### src/design/lrss_pkg.sv
// Shared types and constants of the LED ramp step sequencer.
package lrss_pkg;

  // Step table geometry
  localparam int STEP_COUNT = 10;
  localparam int StepW      = $clog2(STEP_COUNT + 1);
  localparam int IdxW       = (STEP_COUNT > 1) ? $clog2(STEP_COUNT) : 1;

  // Ramp arithmetic widths: numerator is signed, quotient is its magnitude
  localparam int NumW = 26;
  localparam int DivW = NumW - 1;
  localparam int CntW = $clog2(DivW);

  typedef enum logic [1:0] {
    MODE_OFF  = 2'd0,
    MODE_ON   = 2'd1,
    MODE_UP   = 2'd2,
    MODE_DOWN = 2'd3
  } mode_e;

  typedef enum logic [1:0] {
    CMD_CLOSE  = 2'd0,
    CMD_DRIVE  = 2'd1,
    CMD_FINISH = 2'd2
  } cmd_e;

  typedef enum logic [2:0] {
    ST_IDLE,
    ST_EVAL,
    ST_MUL_BASE,
    ST_MUL_SLOPE,
    ST_SUM,
    ST_DIV,
    ST_FINAL,
    ST_EMIT
  } state_e;

  typedef struct packed {
    mode_e       mode;
    logic [15:0] offset;
    logic [15:0] duration;
    logic [7:0]  low;
    logic [7:0]  high;
  } step_t;

endpackage

### src/design/led_ramp_step_sequencer.sv
// Top level of the LED ramp step sequencer: step table, sequencer, shared multiply/divide.
//
//  channel   dir  handshake                     payload
//  s_axis    in   s_axis_tvalid/s_axis_tready   tuser: action; tdata: restart..entry_high
//  m_axis    out  m_axis_tvalid/m_axis_tready   tuser: command; tdata: level, current_out
//  cfg       in   cfg_we_i                      cfg_wdata_i: drive_current
//
// A table write is accepted in ST_IDLE. A tick that needs no ramp math goes from ST_EVAL
// to ST_EMIT, or back to ST_IDLE with no beat; a ramp tick runs ST_MUL_BASE and ST_MUL_SLOPE
// on the one shared 9x17 multiplier, then ST_SUM and the restoring divider that retires one
// quotient bit per cycle (25 bits); a negative sum skips the divide; ST_FINAL drops a level above high.
// Reset clears step pointer, elapsed time, table valid bits and drive_current; no sweep.
// A result waits in the output register; the next beat is accepted meanwhile and stalls
// only when its own result is ready and the output register is still full.
module led_ramp_step_sequencer
  import lrss_pkg::*;
(
  input  logic        clk_i,
  input  logic        rst_ni,
  input  logic        s_axis_tvalid,
  output logic        s_axis_tready,
  // [0] restart, [8:1] timebase, [12:9] entry_index, [14:13] entry_mode,
  // [30:15] entry_offset, [46:31] entry_duration, [54:47] entry_low,
  // [62:55] entry_high, [63] zero
  input  logic [63:0] s_axis_tdata,
  // [0] action
  input  logic [0:0]  s_axis_tuser,
  output logic        m_axis_tvalid,
  input  logic        m_axis_tready,
  // [7:0] level, [23:8] current_out
  output logic [23:0] m_axis_tdata,
  // [1:0] command
  output logic [1:0]  m_axis_tuser,
  input  logic        cfg_we_i,
  input  logic [15:0] cfg_wdata_i
);

  // Input field unpacking
  logic        in_restart;
  logic [7:0]  in_timebase;
  logic [3:0]  in_index;
  step_t       in_entry;

  assign in_restart        = s_axis_tdata[0];
  assign in_timebase       = s_axis_tdata[8:1];
  assign in_index          = s_axis_tdata[12:9];
  assign in_entry.mode     = mode_e'(s_axis_tdata[14:13]);
  assign in_entry.offset   = s_axis_tdata[30:15];
  assign in_entry.duration = s_axis_tdata[46:31];
  assign in_entry.low      = s_axis_tdata[54:47];
  assign in_entry.high     = s_axis_tdata[62:55];

  state_e state_q, state_d;

  logic              in_beat;
  logic              emit_load;
  logic [15:0]       drive_current_q;
  step_t             tbl_q [STEP_COUNT];
  logic [STEP_COUNT-1:0] tbl_vld_q;
  logic [StepW-1:0]  step_q;
  logic [15:0]       elapsed_q;
  logic [7:0]        timebase_q;

  // Latched ramp operands
  logic              up_q;
  logic [7:0]        low_q;
  logic [7:0]        high_q;
  logic [15:0]       span_q;
  logic [15:0]       t_q;
  logic [15:0]       cur_q;

  // Shared arithmetic
  logic signed [8:0]      mul_a;
  logic signed [16:0]     mul_b;
  logic signed [NumW-1:0] prod;
  logic signed [NumW-1:0] prod_q;
  logic signed [NumW-1:0] acc_q;
  logic signed [NumW-1:0] sum;
  logic [DivW-1:0]        quo_q;
  logic [15:0]            rem_q;
  logic [16:0]            rem_sh;
  logic                   rem_ge;
  logic [CntW-1:0]        cnt_q;

  // Pending result
  cmd_e        res_cmd_q;
  logic [7:0]  res_lvl_q;
  logic [15:0] res_cur_q;

  // Output register
  logic        m_valid_q;
  cmd_e        m_cmd_q;
  logic [7:0]  m_lvl_q;
  logic [15:0] m_cur_q;

  // Evaluation of the active step
  logic        ended;
  step_t       ent;
  logic [15:0] el_sum;
  logic        ge_off;
  logic        ge_dur;
  logic        span_pos;
  logic [7:0]  flat_lvl;
  logic signed [8:0] delta;
  logic        fin_keep;
  logic [7:0]  fin_lvl;

  typedef struct packed {
    state_e      go;
    cmd_e        cmd;
    logic [7:0]  lvl;
    logic [15:0] cur;
  } eval_t;
  eval_t ev;

  assign ended = step_q >= StepW'(STEP_COUNT);

  // Read the active entry; an unwritten entry reads as zero
  always_comb begin
    ent = '0;
    if (!ended && tbl_vld_q[step_q[IdxW-1:0]]) begin
      ent = tbl_q[step_q[IdxW-1:0]];
    end
  end

  assign el_sum   = elapsed_q + 16'(timebase_q);
  assign ge_off   = el_sum >= ent.offset;
  assign ge_dur   = el_sum >= ent.duration;
  assign span_pos = ent.duration > ent.offset;
  assign flat_lvl = (ent.mode == MODE_UP) ? ent.high : ent.low;
  assign delta    = $signed({1'b0, high_q}) - $signed({1'b0, low_q});

  // Decide what this tick sends and where the sequencer goes
  always_comb begin
    ev = '{go: ST_IDLE, cmd: CMD_CLOSE, lvl: 8'd0, cur: 16'd0};
    if (ended || ent.duration == 16'd0) begin
      ev.go  = ST_EMIT;
      ev.cmd = CMD_FINISH;
    end else if (ge_off) begin
      unique case (ent.mode)
        MODE_OFF: begin
          ev.go = ST_EMIT;
        end
        MODE_ON: begin
          ev.go  = ST_EMIT;
          ev.cmd = CMD_DRIVE;
          ev.lvl = (ent.high == 8'd0) ? 8'd1 : ent.high;
          ev.cur = drive_current_q;
        end
        MODE_UP, MODE_DOWN: begin
          if (span_pos) begin
            ev.go = ST_MUL_BASE;
          end else if (flat_lvl <= ent.high) begin
            ev.go  = ST_EMIT;
            ev.cmd = CMD_DRIVE;
            ev.lvl = (flat_lvl == 8'd0) ? 8'd1 : flat_lvl;
            ev.cur = drive_current_q;
          end
        end
        default: ev.go = ST_IDLE;
      endcase
    end else if (ent.mode == MODE_UP) begin
      ev.go  = ST_EMIT;
      ev.cmd = CMD_DRIVE;
    end
  end

  // Shared multiplier: base level times span, then slope times time
  always_comb begin
    mul_a = $signed({1'b0, up_q ? low_q : high_q});
    mul_b = $signed({1'b0, span_q});
    if (state_q == ST_MUL_SLOPE) begin
      mul_a = delta;
      mul_b = $signed({1'b0, t_q});
    end
  end
  assign prod = NumW'(mul_a) * NumW'(mul_b);
  assign sum  = up_q ? (acc_q + prod_q) : (acc_q - prod_q);

  // Restoring divide step
  assign rem_sh = {rem_q, quo_q[DivW-1]};
  assign rem_ge = rem_sh >= {1'b0, span_q};

  // Final level check after the divide
  assign fin_keep = quo_q <= DivW'(high_q);
  assign fin_lvl  = (quo_q[7:0] == 8'd0) ? 8'd1 : quo_q[7:0];

  // Next state
  always_comb begin
    state_d = state_q;
    unique case (state_q)
      ST_IDLE:      if (in_beat && !s_axis_tuser[0]) state_d = ST_EVAL;
      ST_EVAL:      state_d = ev.go;
      ST_MUL_BASE:  state_d = ST_MUL_SLOPE;
      ST_MUL_SLOPE: state_d = ST_SUM;
      ST_SUM:       state_d = sum[NumW-1] ? ST_EMIT : ST_DIV;
      ST_DIV:       if (cnt_q == CntW'(DivW - 1)) state_d = ST_FINAL;
      ST_FINAL:     state_d = fin_keep ? ST_EMIT : ST_IDLE;
      ST_EMIT:      if (emit_load) state_d = ST_IDLE;
      default:      state_d = ST_IDLE;
    endcase
  end

  // State machine outputs
  always_comb begin
    s_axis_tready = 1'b0;
    emit_load     = 1'b0;
    unique case (state_q)
      ST_IDLE: s_axis_tready = 1'b1;
      ST_EMIT: emit_load     = !m_valid_q || m_axis_tready;
      default: ;
    endcase
  end

  assign in_beat = s_axis_tvalid && s_axis_tready;

  // Control registers
  always_ff @(posedge clk_i or negedge rst_ni) begin
    if (!rst_ni) begin
      state_q         <= ST_IDLE;
      step_q          <= '0;
      elapsed_q       <= '0;
      drive_current_q <= '0;
      tbl_vld_q       <= '0;
      m_valid_q       <= 1'b0;
    end else begin
      state_q <= state_d;
      if (cfg_we_i) begin
        drive_current_q <= cfg_wdata_i;
      end
      // Mark written entries
      if (in_beat && s_axis_tuser[0] && (32'(in_index) < STEP_COUNT)) begin
        tbl_vld_q[in_index[IdxW-1:0]] <= 1'b1;
      end
      // Restart on tick
      if (in_beat && !s_axis_tuser[0] && in_restart) begin
        step_q    <= '0;
        elapsed_q <= '0;
      end
      // Advance time and step
      if (state_q == ST_EVAL && !(ended || ent.duration == 16'd0)) begin
        if (ge_dur) begin
          elapsed_q <= '0;
          step_q    <= step_q + StepW'(1);
        end else begin
          elapsed_q <= el_sum;
        end
      end
      // Output beat handshake
      if (emit_load) begin
        m_valid_q <= 1'b1;
      end else if (m_axis_tready) begin
        m_valid_q <= 1'b0;
      end
    end
  end

  // Step table storage
  always_ff @(posedge clk_i) begin
    if (in_beat && s_axis_tuser[0] && (32'(in_index) < STEP_COUNT)) begin
      tbl_q[in_index[IdxW-1:0]] <= in_entry;
    end
  end

  // Datapath registers
  always_ff @(posedge clk_i) begin
    if (in_beat) begin
      timebase_q <= in_timebase;
    end
    unique case (state_q)
      ST_EVAL: begin
        res_cmd_q <= ev.cmd;
        res_lvl_q <= ev.lvl;
        res_cur_q <= ev.cur;
        up_q      <= ent.mode == MODE_UP;
        low_q     <= ent.low;
        high_q    <= ent.high;
        span_q    <= ent.duration - ent.offset;
        t_q       <= el_sum - ent.offset;
        cur_q     <= drive_current_q;
      end
      ST_MUL_BASE:  acc_q  <= prod;
      ST_MUL_SLOPE: prod_q <= prod;
      ST_SUM: begin
        // Negative numerator saturates to zero, sent as one
        res_cmd_q <= CMD_DRIVE;
        res_lvl_q <= 8'd1;
        res_cur_q <= cur_q;
        quo_q     <= sum[DivW-1:0];
        rem_q     <= '0;
        cnt_q     <= '0;
      end
      ST_DIV: begin
        rem_q <= rem_ge ? 16'(rem_sh - {1'b0, span_q}) : rem_sh[15:0];
        quo_q <= {quo_q[DivW-2:0], rem_ge};
        cnt_q <= cnt_q + CntW'(1);
      end
      ST_FINAL: begin
        res_cmd_q <= CMD_DRIVE;
        res_lvl_q <= fin_lvl;
        res_cur_q <= cur_q;
      end
      default: ;
    endcase
    // Load the output register
    if (emit_load) begin
      m_cmd_q <= res_cmd_q;
      m_lvl_q <= res_lvl_q;
      m_cur_q <= res_cur_q;
    end
  end

  assign m_axis_tvalid = m_valid_q;
  assign m_axis_tuser  = m_cmd_q;
  assign m_axis_tdata  = {m_cur_q, m_lvl_q};

`ifndef ASSERT_OFF
  // Step pointer never runs past the end marker
  a_step_range: assert property (@(posedge clk_i) disable iff (!rst_ni)
    step_q <= StepW'(STEP_COUNT))
    else $error("step pointer beyond end of table");

  // Finished and close beats carry no level and no current
  a_quiet_cmd: assert property (@(posedge clk_i) disable iff (!rst_ni)
    m_axis_tvalid && (m_axis_tuser == CMD_FINISH || m_axis_tuser == CMD_CLOSE)
    |-> m_axis_tdata == 24'd0)
    else $error("non-drive beat with payload");

  // A drive that carries current never has level zero
  a_drive_lvl: assert property (@(posedge clk_i) disable iff (!rst_ni)
    m_axis_tvalid && m_axis_tuser == CMD_DRIVE && m_axis_tdata[23:8] != 16'd0
    |-> m_axis_tdata[7:0] != 8'd0)
    else $error("drive beat with zero level");

  // The final check is entered only from the divider's last bit step
  a_div_len: assert property (@(posedge clk_i) disable iff (!rst_ni)
    state_q == ST_FINAL |-> $past(state_q) == ST_DIV && $past(cnt_q) == CntW'(DivW - 1))
    else $error("divider ended early");
`endif

endmodule
### config.mk
export PLATFORM = sky130hd
export DESIGN_NAME = led_ramp_step_sequencer
export DESIGN_NICKNAME = d
export VERILOG_FILES = /design/src/design/lrss_pkg.sv /design/src/design/led_ramp_step_sequencer.sv
export SDC_FILE = /design/constraint.sdc
export NUM_CORES = 2
export LEC_CHECK = 0
export BUFFER_PORTS_ARGS = -buffer_cell sky130_fd_sc_hd__buf_2
export CORE_MARGIN = 5
export CORE_UTILIZATION = 65
export CTS_CLUSTER_DIAMETER = 150
export CTS_CLUSTER_SIZE = 16
export DETAILED_ROUTE_END_ITERATION = 8
export HOLD_SLACK_MARGIN = 0.06
export PLACE_DENSITY = 0.89
export RECOVER_POWER = 25
export SYNTH_ARGS = -nofsm -noshare
export SYNTH_HDL_FRONTEND = slang
export SYNTH_SLANG_ARGS = --single-unit
export TNS_END_PERCENT = 20
### constraint.sdc
create_clock -name clk_i -period 19.4 [get_ports clk_i]
set_input_delay 1.94 -clock clk_i [delete_from_list [all_inputs] [get_ports clk_i]]
set_output_delay 1.94 -clock clk_i [all_outputs]
set_load 0.05 [all_outputs]
==> impl_metrics.json <==
{
  "outcome": "finished, violations left",
  "violations_in_the_final_reports": "max-capacitance violations, max-slew violations",
  "crit_path_end_kind": "flip-flop",
  "worst_clock_skew_ns": 0.0259,
  "synth_compound_area_share_pct": 7.87,
  "routed_via_density": 6.43,
  "die_height_um": 257,
  "cts.htree.levels": 2,
  "top_cells_by_area_synth": "edfxtp_1 (55%), ha_1 (6.1%), mux4_2 (5.7%)",
  "synthCells": 2832,
  "clkLatencyLatePin_ns": 0.64,
  "maxClockFrequency_ghz": 0.105,
  "dp_hpwl_mm": 59.6,
  "grt_start_max_net_pins": 123,
  "groute.layer.met1.usage_pct": 37.0,
  "post_cts_resize_count": 0,
  "async_flop_share_pct": 6.47,
  "worst_path_max_delay_cell": "a31oi_2",
  "drive_above_1_share_pct": 12.0,
  "clk_transition_reported_paths_ns": 0.07,
  "synthesis.yosys.warnings": 0,
  "maxSlewViolCount": 27,
  "tritoncts.num_buffers": 54,
  "synthesis.nets": 3217,
  "timing.critical_path.fanout_max": 70,
  "grt_first_pass_wirelength_mm": 141,
  "cap_violations": 1,
  "cts_buffer_depth": 3,
  "worst-r2r-cell-count": 25,
  "crit_path_start_kind": "flip-flop",
  "synth_xor_area_share_pct": 2.57,
  "grt_usage_pct": 27.2,
  "nFillCells": 3857,
  "max_slew_margin_pct": -6.65,
  "core_region_area_um2": 60400,
  "ant_nets": 0,
  "grt-busiest-layer": "met2",
  "root_buffer": "clkbuf_16",
  "worst_ep_required_time_ns": 19.76,
  "die_w_um": 257,
  "worst_hold_path.num_cells": 0,
  "firstDrtPassIters": 6,
  "yosys.cell_count.top_type": "edfxtp_1",
  "cts_sinks": 773,
  "worstHoldPathType": "reg -> reg",
  "globalRouteOverflowTotal": 0,
  "setup.worst_path.class": "reg -> reg",
  "met2_track_utilization_from_global_routing_pct": 45.4,
  "routed_wirelength_mm": 90.0,
  "synth-simple-area-share_pct": 7.78,
  "portBuffers": 112,
  "groute.layer.met3.usage_pct": 5.14,
  "drc": 0,
  "crit_path_launch": "state_q[0]",
  "hold_viol_final": 0,
  "cts_tree": "done",
  "syn_avg_cell_area_um2": 14.0,
  "timing.critical_path.arrival_ns": 9.87,
  "slew_at_the_pin_closest_to_its_max_slew_limit_ns": 1.60,
  "synth_top_area_share_pct": 54.8,
  "globalplace.congestion": 0.959,
  "io_pins": 114,
  "placementRows": 90,
  "synth_largest_area_cell": "edfxtp_1",
  "dr_total_vias": 24200,
  "setup_viol_count_final": 0,
  "die_area_um2": 65900,
  "synth_area_um2": 39600,
  "setup_repair_after_global_routing_missed_its_margin": "false",
  "period_needed_ns": 9.50,
  "hold_start": "res_cur_q[6]",
  "cp_peak_stage_delay_ns": 0.77,
  "period_share_pct": 49.0,
  "synth_seq_cells": 773,
  "synth_ff_type": "edfxtp_1",
  "synth_fa_ha_area_share_pct": 11.4,
  "post-cts-setup-buffer-count": 0,
  "cts.hold.buffers_added": 0,
  "number_of_global_route_vias_before_repair": 24900,
  "synth-edff-count": 723,
  "dominant_combinational_cell_family_by_area_after_synthesis": "adder cells",
  "synthTopCellsByCount": "edfxtp_1 (723), inv_1 (199), nand2_1 (196)",
  "final_core_utilization_pct": 70.5,
  "synth_mux_area_share_pct": 9.28,
  "area_delta_synth_final_pct": 7.56,
  "ys_seq_area_share_pct": 58.0,
  "synth.lib_cells_used.distinct": 80,
  "layout.nets": 3330,
  "detail_route.wl_per_cell_um": 23.9,
  "critPathMostFrequentCell": "fa_1",
  "fin_setup_tns_ns": 0,
  "starting_utilization_of_the_core_area_pct": 65.6,
  "reg2reg_from": "state_q[0]",
  "dr.first_iter.drc_count": 2484,
  "grt_antenna_before_repair": 5
}
[layer usage]
layer  wire length, um  vias to the layer above
met3              7610                      207
met2             43900                     1094
met5                55                        -
li1                  -                    10800
met1             35500                    12100
met4              2890                        8
[worst paths after layout]
path	slack, ns	end
setup / recovery	9.90	prod_q[25]
hold / removal	0.42	m_cur_q[6]
setup reg to reg	9.90	prod_q[25]
hold reg to reg	0.42	m_cur_q[6]
max in group asynchronous	17.37	step_q[3]
min in group asynchronous	1.46	drive_current_q[10]
[stage by stage]
stage / worst slack (ns) / hold slack [ns] / cells / cell area [um^2]
2_1_floorplan: 11.71 / 0.400 / 2832 / 39600
3_3_place_gp: 10.60 / 0.407 / 3671 / 41100
3_5_place_dp: 10.34 / 0.405 / 3671 / 41100
4_1_cts: 10.29 / 0.420 / 3758 / 42600
5_1_grt: 9.35 / 0.427 / 3759 / 42600
6_report: 9.90 / 0.419 / 3759 / 42600
[sequential cells by signal, indices dropped and copies added, names as in the netlist, 25 cells and up]
register and cells:
acc_q 26, quo_q 25, tbl_q 500, prod_q 26
[layout by cell type (no fill, tap or decap), drive strengths merged, types with 19 or more instances in the layout]
master and n:
nand2b 30, nor2b 44, ha 194, a22o 31, nand4 20, clkbuf 125, inv 201, o211ai 22
fa 105, a21o 57, or2 19, o21ai 91, nand3 32, nor2 191, mux2 41, edfxtp 723
xor2 55, nor3 29, mux2i 95, buf 110, a211oi 50, nand2 196, o21a 24, a21oi 104
xnor2 61, mux4 100, dfrtp 50, or3 19
[cell families after synthesis]
family                   count (synthesis)
flip-flops                             773
AND/OR/NAND/NOR                        647
AO/OA/AOI/OAI                          467
adder cells (fa/ha/maj)                299
buffers and inverters                  294
multiplexers                           236
XOR/XNOR                               116
[critical path: cells and delay by family (launching register included)]
family / cells / cell delay [ns]
flops: 1 / 0.33
mux: 1 / 0.19
fa+ha+maj: 6 / 2.94
buf+inv: 6 / 1.53
compound gates: 8 / 2.75
simple gates: 4 / 1.46
[layout make-up]
type	count	area, um^2	share of cell area [%]
timing repair buffer	151	810	1.90
clock buffer	84	1460	3.44
sequential	773	23000	54.0
clock inverter	3	66.3	0.156
multi-input combinational	1765	15500	36.5
tap	782	978	2.30
inverter	200	751	1.76
antenna	1	2.50	0.00588
Power is left out: the tool's default activity adds up to more than one toggle a clock period on the data nets, which glitch-free logic cannot reach.
